`config.mk`:
```
export PLATFORM = sky130hd
export DESIGN_NAME = imu_frame_checksum_parser_core
export DESIGN_NICKNAME = d
export VERILOG_FILES = /design/src/imufcp_pkg.sv /design/src/imufcp_parser.sv /design/src/imufcp_scale.sv /design/src/imu_frame_checksum_parser_core.sv
export SDC_FILE = /design/constraint.sdc
export NUM_CORES = 2
export LEC_CHECK = 0
export BUFFER_PORTS_ARGS = -buffer_cell sky130_fd_sc_hd__clkbuf_2
export CELL_PAD_IN_SITES_DETAIL_PLACEMENT = 1
export CELL_PAD_IN_SITES_GLOBAL_PLACEMENT = 2
export CORE_MARGIN = 4
export CORE_UTILIZATION = 42
export DETAILED_ROUTE_END_ITERATION = 6
export GPL_TIMING_DRIVEN = 0
export PLACE_DENSITY_LB_ADDON = 0.1
export SLEW_MARGIN = 0
export SYNTH_ARGS = -nofsm -noshare
export SYNTH_HDL_FRONTEND = slang
export SYNTH_SLANG_ARGS = --single-unit
```
`constraint.sdc`:
```
create_clock -name clk -period 9.3 [get_ports clk]
set_input_delay 0.465 -clock clk [delete_from_list [all_inputs] [get_ports clk]]
set_output_delay 0.465 -clock clk [all_outputs]
set_load 0.01 [all_outputs]
```
`src/imufcp_pkg.sv`:
```
// Shared types and constants of the inertial sensor frame parser.
package imufcp_pkg;

  localparam int unsigned BYTE_W  = 8;
  localparam int unsigned FS_W    = 12;
  localparam int unsigned RAW_W   = 16;
  localparam int unsigned AXIS_W  = 28;
  localparam int unsigned CFG_IDX_W = 3;
  localparam int unsigned CFG_DATA_W = 12;
  localparam int unsigned OUT_DATA_W = 96;

  // Frame byte positions; the idle value means no frame is open.
  localparam logic [3:0] POS_HEADER       = 4'd0;
  localparam logic [3:0] POS_TYPE         = 4'd1;
  localparam logic [3:0] POS_PAYLOAD_LAST = 4'd7;
  localparam logic [3:0] POS_CHECKSUM     = 4'd10;
  localparam logic [3:0] POS_IDLE         = 4'd11;
  localparam logic [3:0] PAYLOAD_OFFSET   = 4'd2;
  localparam int unsigned PAYLOAD_BYTES   = 6;

  // Configuration register indexes.
  localparam logic [CFG_IDX_W-1:0] REG_HEADER     = 3'd0;
  localparam logic [CFG_IDX_W-1:0] REG_ACCEL_TYPE = 3'd1;
  localparam logic [CFG_IDX_W-1:0] REG_RATE_TYPE  = 3'd2;
  localparam logic [CFG_IDX_W-1:0] REG_ANGLE_TYPE = 3'd3;
  localparam logic [CFG_IDX_W-1:0] REG_ACCEL_FS   = 3'd4;
  localparam logic [CFG_IDX_W-1:0] REG_RATE_FS    = 3'd5;
  localparam logic [CFG_IDX_W-1:0] REG_ANGLE_FS   = 3'd6;

  typedef enum logic [1:0] {
    ST_OK         = 2'd0,
    ST_BAD_HEADER = 2'd1,
    ST_BAD_FRAME  = 2'd2
  } status_t;

  typedef enum logic [1:0] {
    KIND_ACCEL = 2'd0,
    KIND_RATE  = 2'd1,
    KIND_ANGLE = 2'd2
  } kind_t;

  typedef struct packed {
    logic [BYTE_W-1:0] header_byte;
    logic [BYTE_W-1:0] accel_type;
    logic [BYTE_W-1:0] rate_type;
    logic [BYTE_W-1:0] angle_type;
    logic [FS_W-1:0]   accel_fs;
    logic [FS_W-1:0]   rate_fs;
    logic [FS_W-1:0]   angle_fs;
  } cfg_t;

  // Decoded frame waiting for scaling; fs is zero on any error.
  typedef struct packed {
    status_t                  status;
    kind_t                    kind;
    logic [FS_W-1:0]          fs;
    logic signed [RAW_W-1:0]  raw_x;
    logic signed [RAW_W-1:0]  raw_y;
    logic signed [RAW_W-1:0]  raw_z;
    logic                     seen;
  } frm_t;

endpackage

```
`src/imufcp_parser.sv`:
```
// Byte tracker: header, type and checksum checks, payload capture, decision register.
module imufcp_parser (
  input  logic                             clk,
  input  logic                             rst,
  input  imufcp_pkg::cfg_t                 cfg,
  input  logic                             in_valid,
  output logic                             in_ready,
  input  logic [imufcp_pkg::BYTE_W-1:0]    rx_byte,
  input  logic                             frame_start,
  output logic                             frm_valid,
  input  logic                             frm_take,
  output imufcp_pkg::frm_t                 frm
);

  logic [3:0]                      pos, pos_next, pos_eff;
  logic [imufcp_pkg::BYTE_W-1:0]   running_sum, sum_next, sum_eff;
  logic                            header_ok;
  logic [imufcp_pkg::BYTE_W-1:0]   type_seen;
  logic [imufcp_pkg::BYTE_W-1:0]   payload [imufcp_pkg::PAYLOAD_BYTES];
  logic                            valid_latch;
  logic                            accept, in_frame, frame_done;
  logic [2:0]                      pay_idx;
  logic [3:0]                      pay_off;
  imufcp_pkg::frm_t                frm_next;
  logic                            known, ok;

  assign in_ready   = !frm_valid || frm_take;
  assign accept     = in_valid && in_ready;
  assign pos_eff    = frame_start ? imufcp_pkg::POS_HEADER : pos;
  assign sum_eff    = frame_start ? '0 : running_sum;
  assign in_frame   = pos_eff < imufcp_pkg::POS_IDLE;
  assign frame_done = accept && (pos_eff == imufcp_pkg::POS_CHECKSUM);
  assign pay_off    = pos_eff - imufcp_pkg::PAYLOAD_OFFSET;
  assign pay_idx    = pay_off[2:0];

  always_comb begin
    pos_next = pos;
    sum_next = running_sum;
    if (accept && in_frame) begin
      if (pos_eff == imufcp_pkg::POS_CHECKSUM) begin
        pos_next = imufcp_pkg::POS_IDLE;
        sum_next = sum_eff;
      end else begin
        pos_next = pos_eff + 4'd1;
        sum_next = sum_eff + rx_byte;
      end
    end else if (accept) begin
      pos_next = pos_eff;
      sum_next = sum_eff;
    end
  end

  // Decision taken when the checksum byte is transferred.
  always_comb begin
    known            = 1'b1;
    frm_next.status  = imufcp_pkg::ST_OK;
    frm_next.kind    = imufcp_pkg::KIND_ACCEL;
    frm_next.fs      = '0;
    frm_next.raw_x   = $signed({payload[1], payload[0]});
    frm_next.raw_y   = $signed({payload[3], payload[2]});
    frm_next.raw_z   = $signed({payload[5], payload[4]});
    if (type_seen == cfg.accel_type) begin
      frm_next.kind = imufcp_pkg::KIND_ACCEL;
      frm_next.fs   = cfg.accel_fs;
    end else if (type_seen == cfg.rate_type) begin
      frm_next.kind = imufcp_pkg::KIND_RATE;
      frm_next.fs   = cfg.rate_fs;
    end else if (type_seen == cfg.angle_type) begin
      frm_next.kind = imufcp_pkg::KIND_ANGLE;
      frm_next.fs   = cfg.angle_fs;
    end else begin
      known = 1'b0;
    end
    ok = 1'b0;
    if (!header_ok) begin
      frm_next.status = imufcp_pkg::ST_BAD_HEADER;
      frm_next.kind   = imufcp_pkg::KIND_ACCEL;
      frm_next.fs     = '0;
    end else if (!known || (running_sum != rx_byte)) begin
      frm_next.status = imufcp_pkg::ST_BAD_FRAME;
      frm_next.kind   = imufcp_pkg::KIND_ACCEL;
      frm_next.fs     = '0;
    end else begin
      ok = 1'b1;
    end
    frm_next.seen = valid_latch || ok;
  end

  always_ff @(posedge clk) begin
    if (rst) begin
      pos         <= imufcp_pkg::POS_IDLE;
      running_sum <= '0;
      header_ok   <= 1'b0;
      type_seen   <= '0;
      valid_latch <= 1'b0;
      frm_valid   <= 1'b0;
    end else begin
      pos         <= pos_next;
      running_sum <= sum_next;
      if (accept && in_frame && (pos_eff == imufcp_pkg::POS_HEADER)) begin
        header_ok <= (rx_byte == cfg.header_byte);
      end
      if (accept && in_frame && (pos_eff == imufcp_pkg::POS_TYPE)) begin
        type_seen <= rx_byte;
      end
      if (frame_done) begin
        valid_latch <= frm_next.seen;
        frm_valid   <= 1'b1;
      end else if (frm_take) begin
        frm_valid <= 1'b0;
      end
    end
  end

  always_ff @(posedge clk) begin
    if (accept && (pos_eff > imufcp_pkg::POS_TYPE) &&
        (pos_eff <= imufcp_pkg::POS_PAYLOAD_LAST)) begin
      payload[pay_idx] <= rx_byte;
    end
    if (frame_done) begin
      frm <= frm_next;
    end
  end

  assert property (@(posedge clk) disable iff (rst) frame_done |=> pos == imufcp_pkg::POS_IDLE)
    else $error("frame position did not return to idle after the checksum byte");
  assert property (@(posedge clk) disable iff (rst) pos <= imufcp_pkg::POS_IDLE)
    else $error("frame position out of range");
  assert property (@(posedge clk) disable iff (rst) valid_latch |=> valid_latch)
    else $error("valid-seen flag cleared without reset");
  assert property (@(posedge clk) disable iff (rst)
    frm_valid && (frm.status != imufcp_pkg::ST_OK) |-> (frm.fs == '0) &&
    (frm.kind == imufcp_pkg::KIND_ACCEL))
    else $error("errored frame carries a kind or a full scale");

endmodule

```
`src/imufcp_scale.sv`:
```
// Axis scaling by the full-scale register and the result register.
module imufcp_scale (
  input  logic                                clk,
  input  logic                                rst,
  input  logic                                frm_valid,
  output logic                                frm_take,
  input  imufcp_pkg::frm_t                    frm,
  output logic                                out_valid,
  input  logic                                out_ready,
  output imufcp_pkg::status_t                 status,
  output imufcp_pkg::kind_t                   kind,
  output logic signed [imufcp_pkg::AXIS_W-1:0] axis_x,
  output logic signed [imufcp_pkg::AXIS_W-1:0] axis_y,
  output logic signed [imufcp_pkg::AXIS_W-1:0] axis_z,
  output logic                                seen_valid
);

  localparam int unsigned PROD_W = imufcp_pkg::RAW_W + imufcp_pkg::FS_W + 1;

  logic                                   load;
  logic signed [imufcp_pkg::FS_W:0]       fs_s;
  logic signed [PROD_W-1:0]               prod_x, prod_y, prod_z;

  assign frm_take = !out_valid || out_ready;
  assign load     = frm_valid && frm_take;
  assign fs_s     = $signed({1'b0, frm.fs});
  assign prod_x   = frm.raw_x * fs_s;
  assign prod_y   = frm.raw_y * fs_s;
  assign prod_z   = frm.raw_z * fs_s;

  always_ff @(posedge clk) begin
    if (rst) begin
      out_valid <= 1'b0;
    end else if (load) begin
      out_valid <= 1'b1;
    end else if (out_ready) begin
      out_valid <= 1'b0;
    end
  end

  always_ff @(posedge clk) begin
    if (load) begin
      status     <= frm.status;
      kind       <= frm.kind;
      axis_x     <= prod_x[imufcp_pkg::AXIS_W-1:0];
      axis_y     <= prod_y[imufcp_pkg::AXIS_W-1:0];
      axis_z     <= prod_z[imufcp_pkg::AXIS_W-1:0];
      seen_valid <= frm.seen;
    end
  end

  assert property (@(posedge clk) disable iff (rst)
    out_valid && (status != imufcp_pkg::ST_OK) |-> (axis_x == '0) && (axis_y == '0) &&
    (axis_z == '0))
    else $error("errored result carries nonzero axes");
  assert property (@(posedge clk) disable iff (rst)
    out_valid && (status == imufcp_pkg::ST_OK) |-> seen_valid)
    else $error("good result without the valid-seen flag");

endmodule

```
`src/imu_frame_checksum_parser_core.sv`:
```
// Top level of the inertial sensor frame parser: configuration registers and stream ports.
//
// Input stream: one frame byte per transfer on s_axis_tdata, with s_axis_tuser high on
// the first byte of a frame. An 11-byte frame is header, type, three little-endian
// signed 16-bit axes, two spare bytes and an 8-bit sum of bytes 0 to 9.
// Output stream: one result per completed frame, holding status, kind, the three axes
// scaled by the kind's full-scale register (Q15) and a sticky valid-seen flag.
// Bytes after the checksum byte are dropped until the next first-byte flag.
// Throughput is one byte per cycle while s_axis_tready is high. A result reaches m_axis
// through the decision register, loaded on the transfer of its checksum byte, and then
// through the three 16x12 multipliers into the result register.
// When the receiver stalls, the result register and the decision register each hold
// one frame; once both are full, s_axis_tready drops, even in the middle of a frame,
// and stays low until the receiver takes the waiting result.
// Configuration writes through cfg_we/cfg_index/cfg_data take effect on the next edge.
// Reset restores the default header, type codes and full scales, closes any open
// frame and clears the valid-seen flag.
module imu_frame_checksum_parser_core (
  input  logic                                    clk,
  input  logic                                    rst,
  input  logic                                    s_axis_tvalid,
  output logic                                    s_axis_tready,
  input  logic [7:0]                              s_axis_tdata,  // [7:0] rx_byte
  input  logic                                    s_axis_tuser,  // [0] frame_start
  output logic                                    m_axis_tvalid,
  input  logic                                    m_axis_tready,
  // [1:0] status, [3:2] kind, [31:4] axis_x, [59:32] axis_y, [87:60] axis_z,
  // [88] seen_valid, [95:89] zero
  output logic [imufcp_pkg::OUT_DATA_W-1:0]       m_axis_tdata,
  input  logic                                    cfg_we,
  input  logic [imufcp_pkg::CFG_IDX_W-1:0]        cfg_index,
  input  logic [imufcp_pkg::CFG_DATA_W-1:0]       cfg_data
);

  localparam int unsigned USED_W = 2 + 2 + 3 * imufcp_pkg::AXIS_W + 1;

  imufcp_pkg::cfg_t                          cfg;
  logic                                      frm_valid, frm_take;
  imufcp_pkg::frm_t                          frm;
  imufcp_pkg::status_t                       status;
  imufcp_pkg::kind_t                         kind;
  logic signed [imufcp_pkg::AXIS_W-1:0]      axis_x, axis_y, axis_z;
  logic                                      seen_valid;

  always_ff @(posedge clk) begin
    if (rst) begin
      cfg.header_byte <= 8'd85;
      cfg.accel_type  <= 8'd81;
      cfg.rate_type   <= 8'd82;
      cfg.angle_type  <= 8'd83;
      cfg.accel_fs    <= 12'd16;
      cfg.rate_fs     <= 12'd2000;
      cfg.angle_fs    <= 12'd180;
    end else if (cfg_we) begin
      case (cfg_index)
        imufcp_pkg::REG_HEADER:     cfg.header_byte <= cfg_data[7:0];
        imufcp_pkg::REG_ACCEL_TYPE: cfg.accel_type  <= cfg_data[7:0];
        imufcp_pkg::REG_RATE_TYPE:  cfg.rate_type   <= cfg_data[7:0];
        imufcp_pkg::REG_ANGLE_TYPE: cfg.angle_type  <= cfg_data[7:0];
        imufcp_pkg::REG_ACCEL_FS:   cfg.accel_fs    <= cfg_data;
        imufcp_pkg::REG_RATE_FS:    cfg.rate_fs     <= cfg_data;
        imufcp_pkg::REG_ANGLE_FS:   cfg.angle_fs    <= cfg_data;
        default: begin
        end
      endcase
    end
  end

  imufcp_parser u_parser (
    .clk         (clk),
    .rst         (rst),
    .cfg         (cfg),
    .in_valid    (s_axis_tvalid),
    .in_ready    (s_axis_tready),
    .rx_byte     (s_axis_tdata),
    .frame_start (s_axis_tuser),
    .frm_valid   (frm_valid),
    .frm_take    (frm_take),
    .frm         (frm)
  );

  imufcp_scale u_scale (
    .clk        (clk),
    .rst        (rst),
    .frm_valid  (frm_valid),
    .frm_take   (frm_take),
    .frm        (frm),
    .out_valid  (m_axis_tvalid),
    .out_ready  (m_axis_tready),
    .status     (status),
    .kind       (kind),
    .axis_x     (axis_x),
    .axis_y     (axis_y),
    .axis_z     (axis_z),
    .seen_valid (seen_valid)
  );

  assign m_axis_tdata = {{(imufcp_pkg::OUT_DATA_W - USED_W){1'b0}}, seen_valid,
                         axis_z, axis_y, axis_x, kind, status};

endmodule

```
* Word-level counts from Yosys, hierarchy flattened *
Memory sizes are Yosys's and may differ from the RTL's. A register that Yosys moved wholly into a read port is not among the register bits.
Cells that the tools add are included.

storage, ports and cells
  RAM bits = 48
  output and inout bits = 98
  input bits = 29
  memories kept = 1
  flip-flop bits (word level) = 198
  word-level logic and storage cells = 102

memories
  memory            words  bits a word  read ports  clocked after Yosys merged registers in  wr ports  line                 RTL
  u_parser.payload  6      8            6           6                                        1         imufcp_parser.sv:19  logic [imufcp_pkg::BYTE_W-1:0] payload [imufcp_pkg::PAYLOAD_BYTES];

cells by class
  reductions and logical operators = 30
  $mul = 3
  $add $sub $neg = 3
  bitwise logic cells = 1
  muxes and demuxes = 23
  order comparisons = 3
  eq/ne operators = 13

operator list
  kind                   count
  $mul A16 B13 Y28       3
  $mux W14               3
  $eq A8 B8 Y1           4
  $mux W8                4
  $mux W16               1
  $mux W4                4
  $reduce_and A2 Y1      7
  $mux W1                11
  $eq A3 B3 Y1 const B   3
  $add A8 B8 Y8          1
  $logic_and A1 B1 Y1    8
  $ne A8 B8 Y1           1
  $eq A3 B2 Y1 const B   2
  $reduce_bool A2 Y1     3
  $add A4 B1 Y4 const B  1
  $eq A4 B1 Y1 const B   1
  $eq A4 B4 Y1 const B   1
  $gt A4 B1 Y1 const B   1
  $le A4 B3 Y1 const B   1
  $logic_not A4 Y1       1
  $logic_or A1 B1 Y1     4
  $lt A4 B4 Y1 const B   1
  $reduce_or A4 Y1       1
  $eq A3 B1 Y1 const B   1
  6 further kinds        8

* Logic depth before layout (Yosys ltp) *
  word-level depth = 9
  mapped depth = 22
  gate-level depth less buffers = 20

* Hierarchy *
From an unflattened synthesis, not the netlist that was laid out.

second synthesis, totals
  cells, all modules = 3331
  area total of the unflattened synthesis = 32849.0 sq um

modules (own cells, without submodules)
  module                          area each (sq um)  instances  cells an instance  sequential area each (sq um)
  imufcp_scale                    24499.7            1          2666               2692.6
  imufcp_parser                   5572.8             1          401                3853.7
  imu_frame_checksum_parser_core  2776.4             1          264                1361.3

* Least setup slack after synthesis *
No wires, ideal clock.

  path kind = input to register
  start point = input port m_axis_tready
  end point = register u_scale.axis_x[0] in the netlist's numbering (enable)
  setup slack = 1676 ps
  library setup time = 672 ps
  data required time = 8628 ps
  arrival = 6952 ps
  stages on the path = 2
  buffers on the path = 0
  cells stage by stage = inv_1 -> a21boi_0

between the ends
  cells in the longest elaborated chain, start to end = 2

ends and longest elaborated chain
  what                    line                                  RTL
  from (decl)             imu_frame_checksum_parser_core.sv:26  input logic m_axis_tready,
  $logic_or A1 B1 Y1      imufcp_scale.sv:24                    assign frm_take = !out_valid || out_ready;
  $logic_and A1 B1 Y1     imufcp_scale.sv:25                    assign load = frm_valid && frm_take;
  named net u_scale.load  imufcp_scale.sv:20                    logic load;
  to (signal assigned)    imufcp_scale.sv:45                    axis_x <= prod_x[imufcp_pkg::AXIS_W-1:0];
  to (decl)               imufcp_scale.sv:12                    output logic signed [imufcp_pkg::AXIS_W-1:0] axis_x,

The timed path passes the listed nets, and every way through them passes these cells.
A chain may end at the register's enable or synchronous reset.

* Final worst setup path *
  start point = register u_parser.frm[50] (netlist name)
  end point = register u_scale.axis_y[26] in the netlist's numbering, data pin

between the ends
  cells in the longest elaborated chain, start to end = 1

ends and longest elaborated chain
  what                          line                RTL
  $mul A16 B13 Y28              imufcp_scale.sv:28  assign prod_y = frm.raw_y * fs_s;
  named net u_scale.prod_y[26]  imufcp_scale.sv:22  logic signed [PROD_W-1:0] prod_x, prod_y, prod_z;
  to (signal assigned)          imufcp_scale.sv:46  axis_y <= prod_y[imufcp_pkg::AXIS_W-1:0];
  to (decl)                     imufcp_scale.sv:13  output logic signed [imufcp_pkg::AXIS_W-1:0] axis_y,

The timed path passes the listed nets, and every way through them passes these cells.

==> results.sh <==
export IMPL_status="finished clean"
export IMPL_dieWidth_um=285.0
export IMPL_setup_worst_path_start="u_parser.frm[50]$_SDFFCE_PP0P_"
export IMPL_max_slew_margin_rel=0.03499
export IMPL_synthXorXnorAreaFrac=0.03233
export IMPL_pre_cts_slack_ps=1634
export IMPL_pin_count=127
export IMPL_clk_latency_ps=610
export IMPL_drive_gt1_frac=0.05981
export IMPL_yosysWarnings=0
export IMPL_grt_max_degree=67
export IMPL_clock_sinks=294
export IMPL_drt_pass1_iter_count=5
export IMPL_crit_required_ps=9620
export IMPL_setup_worst_path_class="reg2reg"
export IMPL_slowest_stage="clkbuf_1"
export IMPL_crit_fanout=10
export IMPL_filler_cell_count=8693
export IMPL_synth_area_leaders="fa_1 33%, edfxtp_1 19%, inv_1 8.9%"
export IMPL_crit_top_cell="fa_1"
export IMPL_critPathLaunchType="register"
export IMPL_synthAdderAreaFrac=0.4055
export IMPL_avgRoutedWirePerCell_um=20.80
export IMPL_path_cells="clkbuf_1 -> clkbuf_1 -> nand2_1 -> fa_1 -> fa_1 -> inv_1 -> fa_1 -> fa_1 -> inv_1 -> fa_1 -> inv_1 -> ha_1 -> and4_1 -> a221o_4 -> o41a_1 -> and4b_1 -> or4_1"
export IMPL_synthSimpleGateAreaFrac=0.1516
export IMPL_cts_root_buf="clkbuf_16"
export IMPL_start_util=0.4244
export IMPL_slowest_delay_ps=920
export IMPL_clock_skew_ps=27.66
export IMPL_core_sq_um=75950
export IMPL_muxShareOfSynthArea=0.006870
export IMPL_portBuffers=117
export IMPL_critPathArrivalTime_ps=8030
export IMPL_end_kind="register"
export IMPL_die_area_sq_um=81250
export IMPL_final_cells=4558
export IMPL_max_cap_violations=0
export IMPL_tightest_slew_ps=1434
export IMPL_area_growth_pct=10.38
export IMPL_regToRegStartpoint="u_parser.frm[50]$_SDFFCE_PP0P_"
export IMPL_antenna_found_initial=11
export IMPL_worstHoldStart="cfg_data[8]"
export IMPL_dr_total_vias=23030
export IMPL_final_area_sq_um=35580
export IMPL_place_inst=4487
export IMPL_leakage_nw=16.84
export IMPL_vias_per_cell=5.053
export IMPL_antennaDiodeCount=0
export IMPL_multi_input_area_sq_um=20960
export IMPL_timing_final_ws_setup_ps=1585
export IMPL_hold_viol_final=0
export IMPL_synth_edf_count=202
export IMPL_cts_reportedPaths_clkPinSlew_ps=60
export IMPL_ys_flop_type="edfxtp_1"
export IMPL_hold_class="in2reg"
export IMPL_synth_cell_area_sq_um=32230
export IMPL_grt_pass1_wl_mm=150.4
export IMPL_grt_pass1_vias=26190
export IMPL_overflow=0
export IMPL_num_nets_final=4256
export IMPL_synth_top_family_by_area="adder cells"
export IMPL_yosys_area_top_type="fa_1"
export IMPL_die_y_um=285.0
export IMPL_power_density_nw_per_um2=226.3
export IMPL_cts_setup_buffers=0
export IMPL_synth_compound_area_frac=0.05205
export IMPL_setup_violations=0
export IMPL_htreeDepth=2
export IMPL_postRouteAntennaNets=0
export IMPL_period_share=0.8296
export IMPL_tns_ps=0
export IMPL_hpwlAfterDp_mm=75.47
export IMPL_numCtsBuffers=38
export IMPL_drtIter0Drc=1110
export IMPL_syn_inst=3330
export IMPL_register_area_sq_um=7908
export IMPL_cts_tree="done"
export IMPL_synth_cell_types=69
export IMPL_holdWs_ps=128.7
export IMPL_place_gp_congestion=0.8791
export IMPL_final_max_slew_viol_count=0
export IMPL_irDropWorstVdd_mv=0.2056
export IMPL_clockBufferDepth=3
export IMPL_drt_total_wl_mm=94.81
export IMPL_cts_hold_buf=0
export IMPL_period_needed_ps=7715
export IMPL_synth_area_per_cell_sq_um=9.680
export IMPL_fmax_ghz=0.1296
export IMPL_grt_use_total=0.2397
export IMPL_drc=0
export IMPL_ctsResizeCount=0
export IMPL_synth_top_cell_area_share=0.3267
export IMPL_dpl_cell_area_sq_um=34230
export IMPL_rsz0062_at_grt="false"
export IMPL_yosysSeqAreaShare=0.2453
export IMPL_rows=101
export IMPL_ys_ff_latch=294
export IMPL_synthArstFlopShare=0
## area by class of cell
type                            count  share of cell area
Tap cell                         1030             0.03622
Buffer                            142             0.01586
Sequential cell                   294              0.2223
Inverter                          762             0.08046
Timing Repair Buffer              122             0.01850
Clock buffer                       43             0.02754
Multi-Input combinational cell   2138              0.5890
Clock inverter                     27             0.01020
## routing by layer
metal,vias to the layer above,part of all wire,GRT usage
li1,10440,-,-
met4,2,0.033,0.07262
met1,11990,0.42,0.3098
met2,463,0.50,0.4240
met3,139,0.044,0.02806
met5,-,0.00015,0
## kinds of logic (layout without fill, tap and decap cells)
family / after synthesis / count (layout)
flops: 294 / 294
mux: 22 / 22
buf+inv: 904 / 1096
compound gates: 263 / 263
simple gates: 998 / 998
other cells: 1 / 7
xor+xnor: 119 / 119
fa+ha+maj: 729 / 729
## registers in the layout, indices dropped and copies added, names as in the netlist
| register | cells |
|---|---|
| u_scale.status | 2 |
| u_parser.type_seen | 8 |
| cfg | 68 |
| u_parser.frm_valid | 1 |
| u_parser.running_sum | 8 |
| u_parser.payload | 48 |
| u_scale.kind | 2 |
| u_parser.pos | 4 |
| u_parser.header_ok | 1 |
| u_scale.seen_valid | 1 |
| u_scale.axis_x | 28 |
| u_scale.axis_z | 28 |
| u_scale.out_valid | 1 |
| u_parser.frm | 65 |
| u_parser.valid_latch | 1 |
| u_scale.axis_y | 28 |
## per-stage QoR
step           power [mW]  utilization
5_1_grt             8.873       0.4685
2_1_floorplan       5.390            -
4_1_cts             8.180       0.4684
3_5_place_dp        6.519       0.4507
6_report            8.052       0.4685
3_3_place_gp        6.358       0.4494
## cells in the final DEF, fill, tap and decap left out, types with 18 or more instances in the layout
cell       netlist  final
nor3_1          20     20
inv_1          762    761
a21oi_1        103    103
nor2b_1         18     18
nand2b_1        20     20
mux2i_1         21     21
clkbuf_16        0     38
ha_1           203    203
and2_1         313    313
xor2_1          36     36
fa_1           526    526
xnor2_1         83     83
nand3_1         35     35
clkbuf_1       131    135
a21o_1          21     21
dfxtp_1         92     92
clkbuf_2         0    117
nand2_1        445    445
edfxtp_1       202    202
o21ai_0         43     43
nor2_1          90     90
## where the power goes
group	switching (mW)	internal, mW
Combinational	2.72	2.02
Sequential	0.0223	1.70
Clock	0.680	0.920
Total	3.42	4.64
## cells in the mapped netlist, drive strengths merged (6+ instances only)
cell type    n
xnor2       83
xor2        36
nor4         8
ha         203
o21a        14
mux2i       21
nand3       35
o21bai       7
nand2      445
a21oi      104
inv        762
o21ai       47
dfxtp       92
nand3b       6
and2       313
nand2b      20
clkbuf     131
buf         11
and3         7
nor3        21
edfxtp     202
nor2b       19
nand4       13
a21o        21
fa         526
a211oi      17
nor2        90
## critical path, delay by kind of cell (launching register included)
kind / cells / cell delay (ps)
adders and majority gates: 6 / 3010
AOI/OAI and AO/OA: 2 / 780
and+or+nand+nor: 4 / 1260
DFF: 1 / 370
buffers and inverters: 5 / 2010
## final timing paths
check                                                    end  slack, ps  cells after the start
worst max-delay path            u_scale.axis_y[26]$_DFFE_PP_       1580                     17
worst min-delay path                     cfg[8]$_SDFFE_PP0P_        130                      3
worst max register to register  u_scale.axis_y[26]$_DFFE_PP_       1580                     17
worst min register to register    u_parser.frm[12]$_DFFE_PP_        400                      0
Power figures use the tool's default switching activity.
